File: src/hw/rtl/mab_pkg.sv
// shared types, constants and helpers of the mesh adjacency builder
package mab_pkg;

	localparam int unsigned NODE_W         = 17;
	localparam int unsigned LEN_W          = 5;
	localparam int unsigned CORNERS        = 8;
	localparam int unsigned DEF_MAX_NODES  = 65536;
	localparam int unsigned DEF_ROW_CAP    = 26;
	localparam int unsigned FIFO_DEPTH     = 4;
	localparam int unsigned FIFO_PW        = $clog2(FIFO_DEPTH);
	localparam int unsigned PAIR_IDX_W     = 6;
	localparam logic [PAIR_IDX_W-1:0] PAIR_IDX_END = '1;

	typedef logic [NODE_W-1:0] node_t;
	typedef logic [CORNERS-1:0][NODE_W-1:0] corners_t;

	typedef enum logic [1:0] {
		OP_PAIR,
		OP_INS_END,
		OP_READ
	} op_kind_t;

	typedef struct packed {
		op_kind_t kind;
		node_t    owner;
		node_t    nb;
		logic     ok;
	} op_t;

	typedef struct packed {
		logic full;
		logic empty;
	} fifo_stat_t;

	typedef enum logic {
		FE_IDLE,
		FE_PAIRS
	} fe_state_t;

	typedef enum logic [2:0] {
		BE_CLEAR,
		BE_IDLE,
		BE_UPD,
		BE_LOAD,
		BE_EMIT
	} be_state_t;

	function automatic logic node_in_range(node_t n, int unsigned max_nodes);
		return (n != '0) && (32'(n) <= max_nodes);
	endfunction

endpackage

File: src/hw/rtl/mab_front.sv
// front end: accepts items and expands inserts into corner pair operations
module mab_front #(
	parameter int unsigned MAX_NODES = mab_pkg::DEF_MAX_NODES
) (
	input  logic                clk,
	input  logic                arst_n,
	input  logic                accept,
	input  logic                func,
	input  mab_pkg::corners_t   corners,
	input  mab_pkg::node_t      query_node,
	input  mab_pkg::fifo_stat_t fifo_stat,
	output logic                push,
	output mab_pkg::op_t        push_op,
	output logic                fe_busy
);
	import mab_pkg::*;

	fe_state_t               state_q;
	fe_state_t               state_d;
	corners_t                corner_q;
	logic [PAIR_IDX_W-1:0]   pq_q;
	logic [2:0]              p_idx;
	logic [2:0]              q_idx;
	node_t                   np;
	node_t                   nq;

	assign p_idx   = pq_q[5:3];
	assign q_idx   = pq_q[2:0];
	assign np      = corner_q[p_idx];
	assign nq      = corner_q[q_idx];
	assign fe_busy = (state_q != FE_IDLE) || fifo_stat.full;

	always_ff @(posedge clk or negedge arst_n) begin
		if (!arst_n) begin
			state_q <= FE_IDLE;
			pq_q    <= '0;
		end else begin
			state_q <= state_d;
			if (accept) begin
				pq_q <= '0;
			end else if (state_q == FE_PAIRS && !fifo_stat.full) begin
				pq_q <= pq_q + 1'b1;
			end
		end
	end

	always_ff @(posedge clk) begin
		if (accept && !func) begin
			corner_q <= corners;
		end
	end

	always_comb begin
		state_d = state_q;
		push    = 1'b0;
		push_op = '0;
		unique case (state_q)
			FE_IDLE: begin
				if (accept) begin
					if (func) begin
						push          = 1'b1;
						push_op.kind  = OP_READ;
						push_op.owner = query_node;
						push_op.ok    = node_in_range(query_node, MAX_NODES);
					end else begin
						state_d = FE_PAIRS;
					end
				end
			end
			FE_PAIRS: begin
				if (!fifo_stat.full) begin
					if (pq_q == PAIR_IDX_END) begin
						push         = 1'b1;
						push_op.kind = OP_INS_END;
						state_d      = FE_IDLE;
					end else if (p_idx != q_idx && node_in_range(np, MAX_NODES)
							&& node_in_range(nq, MAX_NODES)) begin
						push          = 1'b1;
						push_op.kind  = OP_PAIR;
						push_op.owner = np;
						push_op.nb    = nq;
						push_op.ok    = 1'b1;
					end
				end
			end
			default: begin
				state_d = FE_IDLE;
			end
		endcase
	end

endmodule

File: config.mk
export PLATFORM = sky130hd
export DESIGN_NAME = mab_front
export DESIGN_NICKNAME = d
export VERILOG_FILES = /design/src/hw/rtl/mab_pkg.sv /design/src/hw/rtl/mab_front.sv
export SDC_FILE = /design/constraint.sdc
export NUM_CORES = 1
export LEC_CHECK = 0
export BUFFER_PORTS_ARGS = -buffer_cell sky130_fd_sc_hd__buf_2
export CAP_MARGIN = 0
export CELL_PAD_IN_SITES_DETAIL_PLACEMENT = 0
export CELL_PAD_IN_SITES_GLOBAL_PLACEMENT = 1
export CORE_MARGIN = 4
export CORE_UTILIZATION = 38
export DETAILED_ROUTE_END_ITERATION = 10
export GPL_TIMING_DRIVEN = 0
export MAX_ROUTING_LAYER = met4
export PLACE_DENSITY = 0.85
export SLEW_MARGIN = 20
export SYNTH_ARGS = -nofsm -noshare
export SYNTH_HDL_FRONTEND = slang
export SYNTH_SLANG_ARGS = --single-unit
File: constraint.sdc
create_clock -name clk -period 2.7 [get_ports clk]
set_clock_uncertainty 0.05 [all_clocks]
set_input_delay 0.27 -clock clk [delete_from_list [all_inputs] [get_ports clk]]
set_output_delay 0.27 -clock clk [all_outputs]
set_load 0.005 [all_outputs]
* Yosys cells after proc, flatten, opt, wreduce, memory -nomap -nowiden
Cells that the tools add are included.
** Storage, ports and cells
- Register bits after elaboration :: 143
- Bits of input ports :: 159
** Operators by class
- Equal/unequal tests :: 2
- Bitwise logic cells :: 1
- $lt $le $gt $ge :: 5
- Muxes and demuxes :: 28
- Reductions and logical operators :: 14
- Add/sub/neg operators :: 1
** Operators with widths (number)
- binary-select mux 17 bit (select 3 bit) :: 2
- two-way mux 35 bit :: 2
- less-or-equal comparator 17 bit, second input constant :: 3
- two-way mux 17 bit :: 3
- nonzero test 17 bit :: 3
- two-way mux 19 bit :: 2
- one-hot mux 19 bit (2 select lines) :: 1
- two-way mux 37 bit :: 1
- two-way mux 1 bit :: 12
- two-way mux 6 bit :: 2
- less-than comparator 3 x 4 -> 1 bit, second input constant :: 2
- logical AND 1 bit :: 7
- adder 6 x 1 -> 6 bit, second input constant :: 1
- == test 6 bit, second input constant :: 1
- one-hot mux 1 bit (2 select lines) :: 3
- inequality test 3 bit :: 1
- zero test 1 bit :: 2
- nonzero test 2 bit :: 1
- logical OR 1 bit :: 1
- NOT 1 bit :: 1

* Depth between registers and ports, before layout
- Depth in word-level cells :: 10
- Mapped depth :: 13

* Worst setup path after synthesis
No wires, ideal clock.
- Path kind :: in2reg
- Start point :: in accept
- End point :: reg corner_q[0] (netlist bit) (enable)
- Required time :: 1.997 ns
- Path buffers :: 1
- Arrival time :: 6.541 ns
- Setup slack :: -4.544 ns
- Stages :: 2
- Setup time :: 0.653 ns
- Path through :: clkbuf_1 > nor2b_1
** On the way
- Longest elaborated chain between the ends :: 1
** RTL lines
- from (decl) :: line mab_front.sv:7 : input logic accept,
- logical AND 1 bit :: line mab_front.sv:48 : if (accept && !func) begin
- to (signal assigned) :: line mab_front.sv:49 : corner_q <= corners;
- to (decl) :: line mab_front.sv:20 : corners_t corner_q;
No other way between the ends.
A chain may end at the register's enable or synchronous reset.

==> impl_metrics.json <==
{
  "setup_viol_count_final": 36,
  "yosys-top-cells-area": "edfxtp_1, mux2i_1, mux4_2",
  "hold_depth": 4,
  "max_cap_viols": 0,
  "ys.flop_type": "edfxtp_1",
  "sw_frac_of_total_pct": 24.5,
  "clock_latency_on_the_worst_skew_pair_ns": 0.42,
  "count_of_filler_cells_inserted_in_the_layout": 1406,
  "layout.cells.most_common_list": "buf_2, dlygate4sd3_1, edfxtp_1, mux2i_1, nand2_1",
  "fp.dieArea_um2": 21600,
  "cts_max_level": 4,
  "dr_total_vias": 6254,
  "sequential_cell_area_um2": 4260,
  "grt_setup_unrepaired": "true",
  "dr_vias_cell": 5.27,
  "core_area_um2": 18800,
  "violations": "negative setup slack",
  "avgSynthCellArea_um2": 14.0,
  "setup_slack_ns": -0.984,
  "ys_seq_elements": 143,
  "grt_antenna_before_repair": 0,
  "netlist-cell-type-count": 37,
  "period_needed_ns": 3.68,
  "grt_overflow_total": 0,
  "maximum_number_of_pins_on_one_net_before_global_route_repair": 32,
  "fraction_of_registers_with_async_set_reset_pct": 4.90,
  "worst_ep_arrival_time_ns": 3.36,
  "layout.cell_area.non_filler_um2": 11600,
  "detail_route.drc_violations": 0,
  "dp_slack_ns": -1.06,
  "vdd_ir_drop_max_mv": 0.436,
  "first_pass_grt_wire_length_um": 38400,
  "fin_cells": 1186,
  "globalRouteTotalUtil_pct": 24.4,
  "synth_enable_flop_cells": 136,
  "maxSlewHeadroom_pct": 55.5,
  "timing_hold_violations_final": 0,
  "timing_worst_slew_pin_value_ns": 0.666,
  "detailedPlacementHpwl_um": 16700,
  "worst_hold_slack_ns": 0.156,
  "first_iter_violations": 610,
  "mostFrequentLayoutCell": "buf_2",
  "maxClockFrequency_ghz": 0.271,
  "finalCritPeriodShare_pct": 136,
  "timing.critical_path.required_ns": 2.38,
  "syn-instance-count": 526,
  "final-max-slew-violation-count": 0,
  "totalWireLength_um": 26000,
  "total_switching_power_mw": 1.52,
  "regToRegSetupSlack_ns": 0.77,
  "p_comb_share_pct": 16.8,
  "sequential_share_of_power_pct": 43.0,
  "met2_length_um": 12800,
  "critPathMaxFanout": 9,
  "detailed_place.area_um2": 8820,
  "synth.cell_area_um2": 7340,
  "cell_internal_pwr_mw": 4.71,
  "clk_transition_reported_paths_ns": 0.06,
  "synth_largest_type_area_fraction_pct": 55.6,
  "power_density_nw_per_um2": 539,
  "antenna_cells_inserted": 0,
  "synth_largest_area_cell": "edfxtp_1",
  "final_net_count": 1073,
  "startpoint_type": "flip-flop",
  "clock_sink_count": 143,
  "power.total_mw": 6.23,
  "finish.utilization_pct": 61.4,
  "initial_utilization_pct": 39.0,
  "area_growth_pct": 57.5,
  "tritoncts": "done",
  "syn_nets": 686,
  "rr_worst_depth": 7,
  "hold_crit_class": "in2reg",
  "multi_input_comb_area_um2": 3060,
  "final.setup.tns_ns": -32.59,
  "top_layer_used": "met4",
  "number_of_global_route_vias_before_repair": 6647,
  "gp_congestion": 0.833,
  "tritoncts.num_buffers": 17,
  "ctsRootBufferMaster": "clkbuf_16",
  "power_frac_clock_pct": 40.2,
  "chipHeight_um": 147,
  "outcome": "complete, but fails checks",
  "crit_path_end_kind": "output pin",
  "final_antenna_net_count": 0,
  "synth_sequential_area_ratio_pct": 58.0,
  "port_buffers": 195,
  "final_layout_size_suffix_gt1_share_pct": 41.7,
  "drt_pass1_iterations": 5,
  "clockBufferDepth": 2,
  "dp.cells": 986,
  "ys.warnings.count": 0,
  "die-width_um": 147,
  "detailroute.wirelength.met3_um": 2210,
  "placement_rows": 50,
  "worst-setup-path-type": "reg2out",
  "boundaryPins": 198,
  "drt-wirelength-per-cell_um": 21.9,
  "m1WireLength_um": 10400,
  "leakagePower_nw": 4.53
}
-- cell type report --
type                       count  share of cell area (%)
sequential                   143                    36.9
clock buffer                  18                    3.71
buffer                        39                    4.14
clock inverter                14                    1.64
multi-input combinational    342                    26.5
tap                          260                    2.81
timing repair buffer         370                    24.3
-- final timing paths --
kind                              start     endpoint
max                             pq_q[0]  push_op[31]
max reg2reg                     pq_q[3]      pq_q[4]
max in group asynchronous        arst_n      pq_q[4]
min                        fifo_stat[1]      pq_q[1]
min reg2reg                     state_q      state_q
min in group asynchronous        arst_n      state_q
-- synthesized netlist by cell type, types with 3 or more instances --
library cell	n
o31ai_4	3
mux4_2	20
nor2_1	11
nor3_2	17
mux2i_1	98
xnor2_1	4
a21oi_1	3
nand2b_1	10
dfrtp_1	7
edfxtp_1	136
buf_6	6
o21ai_2	7
o31ai_1	5
a22oi_1	48
buf_2	14
buf_4	4
nor2b_1	6
nand4_1	6
nand2_1	73
clkbuf_1	13
buf_1	4
xor2_1	3
nor4_1	6
-- per-layer routing --
| metal | up-vias | global-route usage, % |
|---|---|---|
| met2 | 346 | 39.7 |
| met4 | 0 | 7.69 |
| met5 | - | - |
| li1 | 2838 | - |
| met1 | 3024 | 30.3 |
| met3 | 46 | 5.83 |
-- cell families (layout without fill, tap and decap cells) --
logic type | count (synthesis) | after routing | synth area share, %
DFF | 143 | 143 | 58.0
and+or+nand+nor | 141 | 141 | 10.1
muxes | 119 | 119 | 19.6
AOI/OAI and AO/OA | 74 | 74 | 8.13
buffers and inverters | 41 | 441 | 3.15
xor gates and xnor gates | 7 | 7 | 0.835
adders and majority gates | 1 | 1 | 0.170
-- flip-flops by register name, indices dropped and copies added (netlist names) --
name and count:
corner_q 136, pq_q 6, state_q 1
-- worst max-delay path: stages (launching register included) --
cell and delay (ns):
dfrtp_1 0.37, buf_6 0.18, buf_12 0.17, buf_12 0.15, mux2i_1 0.22, a22oi_1 0.10, nand2_2 0.13, nand4_1 0.18
nor4_4 0.36, mux2i_2 0.33, o21ai_4 0.16, buf_12 0.18, o31ai_4 0.23, buf_2 0.17
-- what timing repair did --
action,CTS,global route
cloned,3,1
endpoints found under the hold margin,147,0
pin swaps,10,7
hold buffers,138,0
endpoints found under the setup margin,37,37
resized for setup,96,17
setup buffers,23,6
-- power by group through the flow --
stage	Clock (mW)	Sequential, mW	Combinational [mW]
3_3_place_gp	0	2.72	0.674
2_1_floorplan	0	2.69	0.395
3_5_place_dp	0	2.72	0.699
5_1_grt	2.62	2.69	1.11
4_1_cts	2.51	2.67	0.994
6_report	2.51	2.68	1.05
Power figures use the tool's default switching activity.
