### src/hw/rtl/mab_pkg.sv
// shared types, constants and helpers of the mesh adjacency builder
package mab_pkg;

	localparam int unsigned NODE_W         = 17;
	localparam int unsigned LEN_W          = 5;
	localparam int unsigned CORNERS        = 8;
	localparam int unsigned DEF_MAX_NODES  = 65536;
	localparam int unsigned DEF_ROW_CAP    = 26;
	localparam int unsigned FIFO_DEPTH     = 4;
	localparam int unsigned FIFO_PW        = $clog2(FIFO_DEPTH);
	localparam int unsigned PAIR_IDX_W     = 6;
	localparam logic [PAIR_IDX_W-1:0] PAIR_IDX_END = '1;

	typedef logic [NODE_W-1:0] node_t;
	typedef logic [CORNERS-1:0][NODE_W-1:0] corners_t;

	typedef enum logic [1:0] {
		OP_PAIR,
		OP_INS_END,
		OP_READ
	} op_kind_t;

	typedef struct packed {
		op_kind_t kind;
		node_t    owner;
		node_t    nb;
		logic     ok;
	} op_t;

	typedef struct packed {
		logic full;
		logic empty;
	} fifo_stat_t;

	typedef enum logic {
		FE_IDLE,
		FE_PAIRS
	} fe_state_t;

	typedef enum logic [2:0] {
		BE_CLEAR,
		BE_IDLE,
		BE_UPD,
		BE_LOAD,
		BE_EMIT
	} be_state_t;

	function automatic logic node_in_range(node_t n, int unsigned max_nodes);
		return (n != '0) && (32'(n) <= max_nodes);
	endfunction

endpackage

### src/hw/rtl/mab_fifo.sv
// short operation queue between front and back
module mab_fifo (
	input  logic             clk,
	input  logic             arst_n,
	input  logic             push,
	input  mab_pkg::op_t     push_op,
	input  logic             pop,
	output mab_pkg::op_t     head,
	output mab_pkg::fifo_stat_t stat
);
	import mab_pkg::*;

	op_t                 entry_q [FIFO_DEPTH];
	logic [FIFO_PW-1:0]  wr_ptr_q;
	logic [FIFO_PW-1:0]  rd_ptr_q;
	logic [FIFO_PW:0]    fill_q;
	logic                do_push;
	logic                do_pop;

	assign stat.full  = (fill_q == (FIFO_PW+1)'(FIFO_DEPTH));
	assign stat.empty = (fill_q == '0);
	assign do_push    = push && !stat.full;
	assign do_pop     = pop && !stat.empty;
	assign head       = entry_q[rd_ptr_q];

	always_ff @(posedge clk or negedge arst_n) begin
		if (!arst_n) begin
			wr_ptr_q <= '0;
			rd_ptr_q <= '0;
			fill_q   <= '0;
		end else begin
			if (do_push) begin
				wr_ptr_q <= wr_ptr_q + 1'b1;
			end
			if (do_pop) begin
				rd_ptr_q <= rd_ptr_q + 1'b1;
			end
			if (do_push && !do_pop) begin
				fill_q <= fill_q + 1'b1;
			end else if (do_pop && !do_push) begin
				fill_q <= fill_q - 1'b1;
			end
		end
	end

	always_ff @(posedge clk) begin
		if (do_push) begin
			entry_q[wr_ptr_q] <= push_op;
		end
	end

endmodule

### config.mk
export PLATFORM = sky130hd
export DESIGN_NAME = mab_fifo
export DESIGN_NICKNAME = d
export VERILOG_FILES = /design/src/hw/rtl/mab_pkg.sv /design/src/hw/rtl/mab_fifo.sv
export SDC_FILE = /design/constraint.sdc
export NUM_CORES = 1
export LEC_CHECK = 0
export ABC_AREA = 1
export BUFFER_PORTS_ARGS = -buffer_cell sky130_fd_sc_hd__buf_2
export CAP_MARGIN = 25
export CORE_MARGIN = 1.5
export CORE_UTILIZATION = 25
export CTS_CLUSTER_SIZE = 8
export DETAILED_ROUTE_END_ITERATION = 7
export PLACE_DENSITY = 0.46
export SETUP_SLACK_MARGIN = 0.05
export SYNTH_ARGS = -nofsm -noshare
export SYNTH_HDL_FRONTEND = slang
export SYNTH_SLANG_ARGS = --single-unit
### constraint.sdc
create_clock -name clk -period 3.72 [get_ports clk]
set_clock_uncertainty 0.2 [all_clocks]
set_input_delay 0.744 -clock clk [delete_from_list [all_inputs] [get_ports clk]]
set_output_delay 0.744 -clock clk [all_outputs]
set_load 0.02 [all_outputs]
## Word-level counts from Yosys, hierarchy flattened

Memory sizes are Yosys's and may differ from the RTL's.
Index checks and enable logic that the tools add are counted.

| operators by class | value |
|---|---|
| add/sub/neg operators | 4 |
| equal/unequal tests | 1 |
| mux-type cells | 4 |
| reduce and logical (&&, ||, !) cells | 10 |

Operator list:

| cell | count |
|---|---|
| $mux W3 | 2 |
| $add A2 B1 Y2 const B | 2 |
| $logic_and A1 B1 Y1 | 4 |
| $logic_not A1 Y1 | 4 |
| $add A3 B1 Y3 const B | 1 |
| $eq A3 B3 Y1 const B | 1 |
| $logic_not A3 Y1 | 1 |
| $sub A3 B1 Y3 const B | 1 |
| $mux W1 | 2 |
| $reduce_bool A2 Y1 | 1 |

| word-level totals | value |
|---|---|
| register bits after elaboration | 7 |
| bits in writable memories | 148 |
| bits of input ports | 41 |
| output and inout bits | 39 |
| word-level logic and storage cells | 23 |
| memories kept | 1 |

Memories:

| name | words | width | read ports | clocked after Yosys merged registers in | write ports | line | RTL |
|---|---|---|---|---|---|---|---|
| entry_q | 4 | 37 | 1 | 0 | 1 | mab_fifo.sv:13 | `op_t entry_q [FIFO_DEPTH];` |

## Logic depth before layout (Yosys ltp)

Gate-level depths: netlist of the first run.

| depth | value |
|---|---|
| word-level depth | 7 |
| mapped depth | 12 |
| depth with buffers taken out | 12 |

## Worst setup path before layout of the first run

OpenSTA, ideal clock, no wires.

| timing | value |
|---|---|
| kind | in2reg |
| start | in push |
| end | mem entry_q[0][0] (netlist name) (enable) |
| setup time | 0.431 ns |
| data arrival time | 2.450 ns |
| required time | 3.089 ns |
| setup slack | 0.638 ns |
| cell stages on the path | 2 |
| buffers on the path | 0 |
| cell sequence | nand2_1 > nor2_1 |

| on the way | value |
|---|---|
| cells in the longest elaborated chain, start to end | 3 |

Ends and longest elaborated chain:

| item | line | RTL |
|---|---|---|
| from (decl) | mab_fifo.sv:5 | `input logic push,` |
| $logic_and A1 B1 Y1 | mab_fifo.sv:22 | `assign do_push = push && !stat.full;` |
| $mux W1 | mab_fifo.sv:47 | `if (do_push) begin` |
| $mux W1 (not written as such) | mab_fifo.sv:48 | `entry_q[wr_ptr_q] <= push_op;` |
| to (decl) | mab_fifo.sv:13 |  |

Every way passes these cells.

==> results of run 1 <==
cell type report:
cell class                      instances  share of cell area (%)
Sequential cell                       155                    59.8
Clock inverter                         14                    2.20
Antenna cell                            1                  0.0324
Inverter                               91                    4.45
Timing Repair Buffer                   89                    6.28
Clock buffer                           18                    5.55
Multi-Input combinational cell        223                    16.4
Tap cell                              330                    5.34
sequential cells by signal, summed over array words and instances (netlist names):
signal,cells
entry_q,148
fill_q,3
rd_ptr_q,2
wr_ptr_q,2
cell usage after synthesis, types with 4 or more instances:
master      n
edfxtp_1  148
nand2_1   129
inv_1      87
o211ai_1   65
buf_6      10
o211ai_2    9
clkbuf_1    7
dfrtp_1     7
nand3_1     7
ha_1        5
buf_2       4
inv_2       4
nor2_1      4
placed cells by master, fill, tap and decap left out, types with 4 or more instances in the layout:
master	n
nand3_1	7
nand2_1	129
dfrtp_1	6
nor2_4	4
edfxtp_1	148
o211ai_2	9
clkbuf_16	17
clkinv_2	5
o211ai_1	65
inv_1	87
ha_1	5
buf_4	8
buf_2	79
cell families (layout without fill, tap and decap cells):
kind of cell	Yosys count	count (layout)	synth area share [%]
AOI/OAI and AO/OA	75	75	9.49
xor gates and xnor gates	1	1	0.137
adders and majority gates	6	6	1.29
buffers and inverters	115	212	8.20
DFF	155	155	72.4
other	0	1	0
and+or+nand+nor	141	141	8.47
power by group:
group	internal [W]	switching (W)
logic	0.000668	0.00159
registers	0.00230	0.000101
clock network	0.00106	0.000675
worst min-delay path by stage:
| stage | start | endpoint | slack [ns] | depth (start not counted) |
|---|---|---|---|---|
| 6_report | fill_q[2] | fill_q[2] | 0.31 | 2 |
| 3_5_place_dp | fill_q[2] | fill_q[2] | 0.30 | 2 |
| 2_1_floorplan | arst_n | fill_q[0] | 0.25 | 0 |
| 3_3_place_gp | fill_q[2] | fill_q[2] | 0.28 | 2 |
| 5_1_grt | push_op[2] | entry_q[2][2] | 0.31 | 1 |
| 4_1_cts | push_op[2] | entry_q[1][2] | 0.31 | 1 |
layer usage:
metal / vias to the layer above / wire, µm / track usage, % / part of all wire, %
met1: 1783 / 5590 / 12.3 / 42
met4: 2 / 235 / 4.50 / 1.8
met2: 79 / 6770 / 18.4 / 51
li1: 1874 / - / - / -
met3: 18 / 607 / 3.03 / 4.6
met5: - / 13 / 0 / 0.098
worst reg2reg max path, cell delays in order, from the launching register on:
cell and delay (ns):
dfrtp_1 0.44, inv_2 0.08, nand3_1 0.12, nand2_1 0.39, inv_1 0.09, ha_1 0.23, inv_1 0.09, fa_1 0.42
nand2_1 0.08, o21ai_0 0.07
stage by stage:
| step | total power (W) | setup slack (ns) | hold WS [ns] | cells |
|---|---|---|---|---|
| final | 0.00640 | 0.683 | 0.311 | 921 |
| after global routing | 0.00684 | 0.467 | 0.313 | 920 |
| after CTS | 0.00654 | 0.613 | 0.313 | 920 |
| after detailed placement | 0.00478 | 1.08 | 0.302 | 887 |
| after global placement | 0.00473 | 1.14 | 0.279 | 887 |
| after floorplan | 0.00406 | 0.638 | 0.248 | 493 |
==> results.md, run 1 <==
* VDD IR max at about 0.35 mV
* GRT Util Overall at between 10% and 20%
* Fill count at 2544
* Final instance area at 0.00773 mm²
* Critical Path Max Stage Delay at ~0.42 ns
* Synth-to-layout area growth at 21.2%
* Max Clk Rate at about 330 MHz
* Dominant cell type by area after synthesis: edfxtp_1
* Post-Route WL at about 13000 µm
* Die W at between 150 and 200 µm
* Worst Setup SP: rd_ptr_q[0]
* Clock Latency Late Sink at about 0.41 ns
* H-tree depth at 4
* Power Density at between 800 and 900 mW/mm²
* Share of the synthesized area in the top cell type at approximately 70%
* Fraction of registers with async set/reset at ~4.5%
* R2R Setup Slk at 1.39 ns
* Critical path's top delay family: buffers and inverters
* Iteration-0 DRC count of the detailed router at between 150 and 200
* Leakage at 3.13 nW
* Vias in the first global route at between 3000 and 4000
* GRT overflow at 0
* First-pass GRT wire length at 20500 µm
* Drt via density at 4.08
* WL/cell at 14.4 µm
* Largest net degree at the start of global routing at a little over 50
* Chip height at approximately 160 µm
* Row cnt at 58
* Initial antenna violation count at 2
* Hold buffers post-CTS at 1
* Setup crit end: head[6]
* Ratio of cells with drive above 1 in the final layout at between 20% and 30%
* Dpl cell area at between 0.007 and 0.008 mm²
* Count of cell types in the netlist at 18
* Worst reg2reg startpoint: fill_q[0]
* GPL Wtd Cong at between 0.7 and 0.8
* Reg area at approximately 0.0046 mm²
* TNS Setup at 0 ns
* Post-CTS Setup Inserts at 0
* Multi-input gate area at roughly 0.0013 mm²
* Worst slew pin tran at approximately 0.73 ns
* Syn_area_per_cell at 12.9 µm²
* I/O pin count at 80
* Syn Nets at 540
* Critical Path Stages at 6
* Vias at ~3800
* Number of synthesized flops with an enable pin at between 100 and 150
* Seq cells post-synth at 155
* Final Max Slew Viols at 0
* Finish-stage setup viols at 0
* Clock Tree Buf Depth at 2
* Starting Density at roughly a quarter
* CTS clock-pin slew for the worst setup and hold paths at about 0.060 ns
* Type of element capturing the critical path: output pin
* Critical path data arrival time at approximately 2.1 ns
* Syn Inst Count at 493
* DRC errors left at 0
* Crit-path max FO at slightly below 50
* Post-Route Utilization at around 31%
* Worst path bufs/invs at 3
* Final min period at around 3.0 ns
* Port buffer count at 79
* Slew headroom at between 50% and 60%
* DIE AREA at between 0.02 and 0.03 mm²
* TritonCTS clock tree: done
* Main synth FF type: edfxtp_1
* Top cell by count, worst path: nand2_1
* CP Launch Type: flop
* Synth warn at 0
* Slowest CP cell: dfrtp_1
* Critical path type: flop to output pin
* Worst Path Required at ~2.8 ns
* Final Cycle Share at between 80% and 90%
* Clock sinks at around 160
* CTS Root Cell: clkbuf_16
* Post-synthesis instance area at between 0.006 and 0.007 mm²
* Hold Vio Cnt, Final at 0
* Crit path cell chain: inv_4 -> buf_4 -> nand2_1 -> o211ai_1 -> nand2_1 -> buf_2
* Hold Crit Class: flop to flop
* 1st-pass router iterations at 4
* Worst Reg-to-Reg Cells at 9
* Sequential-to-total area share from yosys stat at a little over 70%
* CTS Buf Count at 17
* CORE AREA at around 0.025 mm²
* Final ANT Viol Nets at 0
* Post-DP HPWL at roughly 8000 µm
* Fin nets at 624
* Area contributors post-synth: edfxtp_1 (70%), o211ai_1 (7.6%), nand2_1 (7.6%)
* Max Cap Viol at 0
* Post_cts resized at 0
* Unrepaired setup endpoints after global routing: false
* Worst flop-to-flop path endpoint: fill_q[1]
* Status: completed
Note: power is estimated with default switching activity, not from simulation.
==> run 2: changes to the inputs <==
--- a/config.mk
+++ b/config.mk
@@ -12,7 +12,7 @@
 export CORE_UTILIZATION = 25
 export CTS_CLUSTER_SIZE = 8
 export DETAILED_ROUTE_END_ITERATION = 7
-export PLACE_DENSITY = 0.46
+export PLACE_DENSITY = 0.47
 export SETUP_SLACK_MARGIN = 0.05
 export SYNTH_ARGS = -nofsm -noshare
 export SYNTH_HDL_FRONTEND = slang
==> constraint.sdc (replaced) <==
create_clock -name clk -period 2.75 [get_ports clk]
set_clock_uncertainty 0.2 [all_clocks]
set_input_delay 0.55 -clock clk [delete_from_list [all_inputs] [get_ports clk]]
set_output_delay 0.55 -clock clk [all_outputs]
set_load 0.02 [all_outputs]
==> results.md, run 2 (synthesis results as in run 1) <==
* Clock Tree Buf Depth at 2
* Post-DP HPWL at about 7900 µm
* Max Clk Rate at between 300 and 400 MHz
* Critical path data arrival time at around 1.8 ns
* Hold Crit Class: primary input to flop
* Sw power at 0.00319 W
* Slew headroom at ~62%
* Final Max Slew Viols at 0
* CP Launch Type: flop
* Clock Latency Late Sink at 0.42 ns
* Ratio of cells with drive above 1 in the final layout at 22.8%
* WL/cell at between 10 and 15 µm
* Setup WS pre-CTS at between 0.5 and 0.6 ns
* Fin nets at between 600 and 700
* Max reg flops at roughly 150
* H-tree depth at 4
* Top cell by count, worst path: nand2_1
* GRT overflow at 0
* DRC errors left at 0
* GRT Util Overall at 10.6%
* CTS Buf Count at 17
* Leakage at about 3.1 nW
* GPL Wtd Cong at between 0.6 and 0.7
* Worst slew pin tran at 0.574 ns
* Net Sw Frac at 37.0%
* CTS clock-pin slew for the worst setup and hold paths at roughly 0.060 ns
* Critical path type: flop to output pin
* Hold Vio Cnt, Final at 0
* VDD IR max at around 0.46 mV
* Biggest regs: entry_q x148, fill_q x3
* Row cnt at 58
* Slack of the critical path at roughly 0.2 ns
* Leading cell types in the layout, fill and taps excluded: edfxtp_1 (148), nand2_1 (129), inv_1 (87)
* CORE AREA at 0.0251 mm²
* Final Cycle Share at between 90% and 100%
* Final min period at roughly 2.5 ns
* Worst Path Required at 2.00 ns
* Crit path cell chain: clkinv_8 -> buf_12 -> nand2_1 -> o211ai_1 -> nand2_1 -> buf_2
* Post-Route Utilization at 31.1%
* Port buffer count at between 70 and 80
* Drt via density at around 4.1
* Largest net degree at the start of global routing at 49
* Max Cap Viol at 0
* Synth-to-layout area growth at 22.2%
* 1st-pass router iterations at 4
* Crit-path max FO at 48
* Clock sinks at approximately 160
* Critical path's top delay family: buffers and inverters
* Worst path bufs/invs at 3
* Fill count at 2539
* Commonest non-fill, non-tap cell in the layout: edfxtp_1
* Iteration-0 DRC count of the detailed router at approximately 180
* Pint at roughly 0.0054 W
* DIE AREA at ~0.026 mm²
* Post-Route WL at 13200 µm
* Final ANT Viol Nets at 0
* First-pass GRT wire length at 20600 µm
* Chip height at between 150 and 200 µm
* I/O pin count at 80
* TritonCTS clock tree: done
* Die W at roughly 160 µm
* Clock power frac at between 20% and 30%
* CTS Root Cell: clkbuf_16
* Vias at about 3800
* Status: completed
* Initial antenna violation count at 4
* R2R Setup Slk at about 0.63 ns
* Reg with most FFs: entry_q
* Critical Path Max Stage Delay at just under 0.5 ns
* Combinational share of power at a little under two fifths
* Finish-stage setup viols at 0
* Starting Density at between 20% and 30%
* Vias in the first global route at ~3800
* Seq pwr share at between 30% and 40%
* Power Density at between 1000 and 1500 mW/mm²
* Type of element capturing the critical path: output pin
* Unrepaired setup endpoints after global routing: false
* Slowest CP cell: dfrtp_1
run 2: area by class of cell:
type | instances | area (µm²) | area share [%]
multi-input combinational | 223 | 1270 | 16.3
sequential | 155 | 4620 | 59.3
antenna | 3 | 7.51 | 0.0963
timing repair buffer | 91 | 579 | 7.43
clock buffer | 18 | 429 | 5.50
clock inverter | 13 | 126 | 1.62
tap | 330 | 413 | 5.30
inverter | 91 | 354 | 4.54
run 2: repair_timing:
action                     CTS  global route
hold buffers                 1             0
hold endpoints to repair     7             0
resized for setup            0             4
setup buffers                0             0
setup endpoints to repair    0            30
run 2: worst register-to-register path, delay by kind of cell, from the launching register on:
kind / cells / cell delay [ns]
flops: 1 / 0.40
buf+inv: 2 / 0.17
fa+ha+maj: 2 / 0.58
simple gates: 6 / 0.65
run 2: routing by layer:
| metal | vias to the layer above | global-route usage (%) | part of all wire (%) |
|---|---|---|---|
| met1 | 1806 | 11.2 | 40 |
| met4 | 2 | 4.38 | 1.4 |
| met5 | - | 0 | 0.053 |
| li1 | 1877 | - | - |
| met2 | 76 | 19.4 | 53 |
| met3 | 15 | 3.51 | 4.9 |
run 2: worst paths after layout:
path / start / cells past startpoint / endpoint
setup / recovery: rd_ptr_q[0] / 6 / head[8]
hold / removal: push_op[12] / 1 / entry_q[1][12]
setup reg to reg: fill_q[2] / 10 / fill_q[2]
hold reg to reg: fill_q[2] / 2 / fill_q[2]
max in group asynchronous: arst_n / 2 / rd_ptr_q[1]
min in group asynchronous: arst_n / 2 / fill_q[2]
run 2: power by group through the flow:
stage,Clock [W],Combinational (W),Sequential (W)
finish,0.00220,0.00318,0.00326
CTS,0.00227,0.00327,0.00325
floorplan,0,0.00220,0.00329
global placement,0,0.00321,0.00328
detailed placement,0,0.00327,0.00330
global route,0.00235,0.00354,0.00330
run 2: metrics by stage:
stage | hold slack [ns] | TNS (ns) | cell area, µm² | total power (W) | std cells
2_1_floorplan | 0.0544 | -23.78 | 6380 | 0.00549 | 493
3_3_place_gp | 0.197 | 0 | 7210 | 0.00649 | 889
3_5_place_dp | 0.199 | 0 | 7210 | 0.00657 | 889
4_1_cts | 0.113 | 0 | 7780 | 0.00879 | 921
5_1_grt | 0.122 | 0 | 7790 | 0.00919 | 922
6_report | 0.143 | 0 | 7800 | 0.00863 | 924
==> run 3: changes to the inputs <==
==> constraint.sdc (replaced) <==
create_clock -name clk -period 2.75 [get_ports clk]
set_clock_uncertainty 0.2 [all_clocks]
set_input_delay 0.1375 -clock clk [delete_from_list [all_inputs] [get_ports clk]]
set_output_delay 0.1375 -clock clk [all_outputs]
set_load 0.02 [all_outputs]
==> results.md, run 3 (synthesis results as in run 1) <==
* Clock Latency Late Sink at 0.41 ns
* Worst path bufs/invs at 3
* GPL Wtd Cong at roughly 0.72
* Vias at between 3000 and 4000
* Post_cts resized at 0
* DRT met1 WL at roughly 6000 µm
* DIE AREA at between 0.02 and 0.03 mm²
* TritonCTS clock tree: done
* Type of element capturing the critical path: output pin
* Final Cycle Share at 86.3%
* Leakage at about 3.3 nW
* Worst Path Required at around 2.4 ns
* Max Clk Rate at between 400 and 500 MHz
* Critical path's top delay family: buffers and inverters
* Critical Path Max Stage Delay at between 0.4 and 0.5 ns
* Critical path type: flop to output pin
* Crit-path max FO at 53
* Iteration-0 DRC count of the detailed router at ~190
* Top cell by count, worst path: nand2_1
* Synth-to-layout area growth at 29.0%
* Post-Route WL at around 14000 µm
* Ratio of cells with drive above 1 in the final layout at around 22%
* Row cnt at 58
* Worst Reg-to-Reg Cells at 9
* Highest metal used: met4
* Fin nets at around 670
* Largest net degree at the start of global routing at 54
* Worst slew pin tran at between 0.4 and 0.5 ns
* Port buffer count at 79
* Unrepaired setup endpoints after global routing: false
* Leading cell types in the layout, fill and taps excluded: edfxtp_1 (148), nand2_1 (129), inv_1 (87)
* Final Max Slew Viols at 0
* Final instance area at between 0.008 and 0.009 mm²
* Post-DP HPWL at about 8700 µm
* R2R Setup Slk at approximately 0.42 ns
* Hold buffers post-CTS at approximately 40
* Max Cap Viol at 0
* Status: completed
* Clock Tree Buf Depth at 2
* Hold Path Stages at 2
* Hold Vio Cnt, Final at 0
* CTS clock-pin slew for the worst setup and hold paths at ~0.06 ns
* Worst reg2reg startpoint: fill_q[0]
* Max reg flops at approximately 150
* Final ANT Viol Nets at 0
* TNS Setup at 0 ns
* Met2 routed WL at just over 7000 µm
* Die W at roughly 160 µm
* Final min period at 2.37 ns
* CORE AREA at between 0.02 and 0.03 mm²
* Power Density at between 1000 and 1500 mW/mm²
* CP Launch Type: flop
* First-pass GRT wire length at approximately 22000 µm
* H-tree depth at 4
* Fill count at about 2500
* Hold Crit Class: primary input to flop
* Starting Density at around 25%
* Vias in the first global route at about 4000
* Hold Crit Start: push_op[16]
* Pwr Total at 0.00898 W
* Drt via density at between 4 and 5
* I/O pin count at 80
* VDD IR max at 0.475 mV
* Dpl cell area at slightly above 0.007 mm²
* Biggest regs: entry_q x148, fill_q x3
* Slew headroom at 66.7%
* Antenna Cells at 0
* Hold EP: entry_q[0][16]
* Initial antenna violation count at 0
* Critical path data arrival time at slightly above 2 ns
* Slowest CP cell: dfrtp_1
* Worst flop-to-flop path endpoint: fill_q[1]
* 1st-pass router iterations at 5
* CTS Root Cell: clkbuf_16
* Commonest non-fill, non-tap cell in the layout: edfxtp_1
* Chip height at 163 µm
* Reg with most FFs: entry_q
* GRT overflow at 0
* Met3 WL at 567 µm
* DRC errors left at 0
* Finish-stage setup viols at 0
* Clock sinks at between 150 and 200
* Post-CTS Setup Inserts at 0
* WL/cell at between 10 and 15 µm
* Crit path cell chain: inv_4 -> buf_12 -> nand2_1 -> o211ai_1 -> nand2_1 -> buf_2
* GRT Util Overall at approximately 11%
* CTS Buf Count at 17
-- run 3: changes by cell type in the layout (fill, tap and decap cells not counted), sizes merged --
cell,before,now
inv,91,93
clkinv,8,4
bufinv,2,5
clkbuf,18,19
diode,3,0
dlygate4sd3,1,41
clkinvlp,3,2
-- run 3: through the flow --
stage / cells / hold slack (ns) / worst slack (ns) / util [%]
after global placement: 889 / -0.220 / 0.517 / 28.6
after floorplan: 493 / -0.358 / -0.161 / -
after CTS: 962 / 0.251 / 0.314 / 32.8
after global routing: 962 / 0.255 / 0.194 / 32.8
after detailed placement: 889 / -0.215 / 0.440 / 28.6
final: 962 / 0.275 / 0.378 / 32.8
-- run 3: routing by layer --
metal / GRT usage [%] / up-vias
li1: - / 1955
met1: 12.9 / 1907
met4: 3.67 / 0
met2: 19.2 / 79
met3: 3.00 / 11
met5: 0 / -
-- run 3: area by class of cell --
cell class | count | area [µm²] | area share (%)
Multi-Input combinational cell | 223 | 1270 | 15.4
Tap cell | 330 | 413 | 5.02
Timing Repair Buffer | 131 | 938 | 11.4
Clock inverter | 13 | 214 | 2.60
Inverter | 91 | 344 | 4.18
Sequential cell | 155 | 4620 | 56.1
Clock buffer | 19 | 433 | 5.26
-- run 3: report_power, final --
part	internal [W]	switching [W]
Clock	0.00162	0.000936
Combinational	0.000990	0.00215
Sequential	0.00311	0.000175
Total	0.00572	0.00326
-- run 3: worst reg2reg max path, stage by stage, from the launching register on --
cell and delay [ns]:
dfrtp_1 0.43, inv_2 0.09, nand3_1 0.14, nand2_1 0.38
inv_1 0.10, ha_1 0.23, inv_1 0.09, fa_1 0.42
nand2_1 0.07, o21ai_0 0.07
-- run 3: worst max path at each step --
stage / slack (ns) / cells after the start / startpoint / end
final: 0.38 / 6 / rd_ptr_q[0] / head[19]
after global routing: 0.19 / 6 / rd_ptr_q[0] / head[28]
after CTS: 0.31 / 6 / rd_ptr_q[0] / head[29]
after detailed placement: 0.44 / 9 / fill_q[0] / fill_q[1]
after global placement: 0.52 / 9 / fill_q[0] / fill_q[1]
after floorplan: -0.16 / 4 / fill_q[0] / entry_q[0][0]
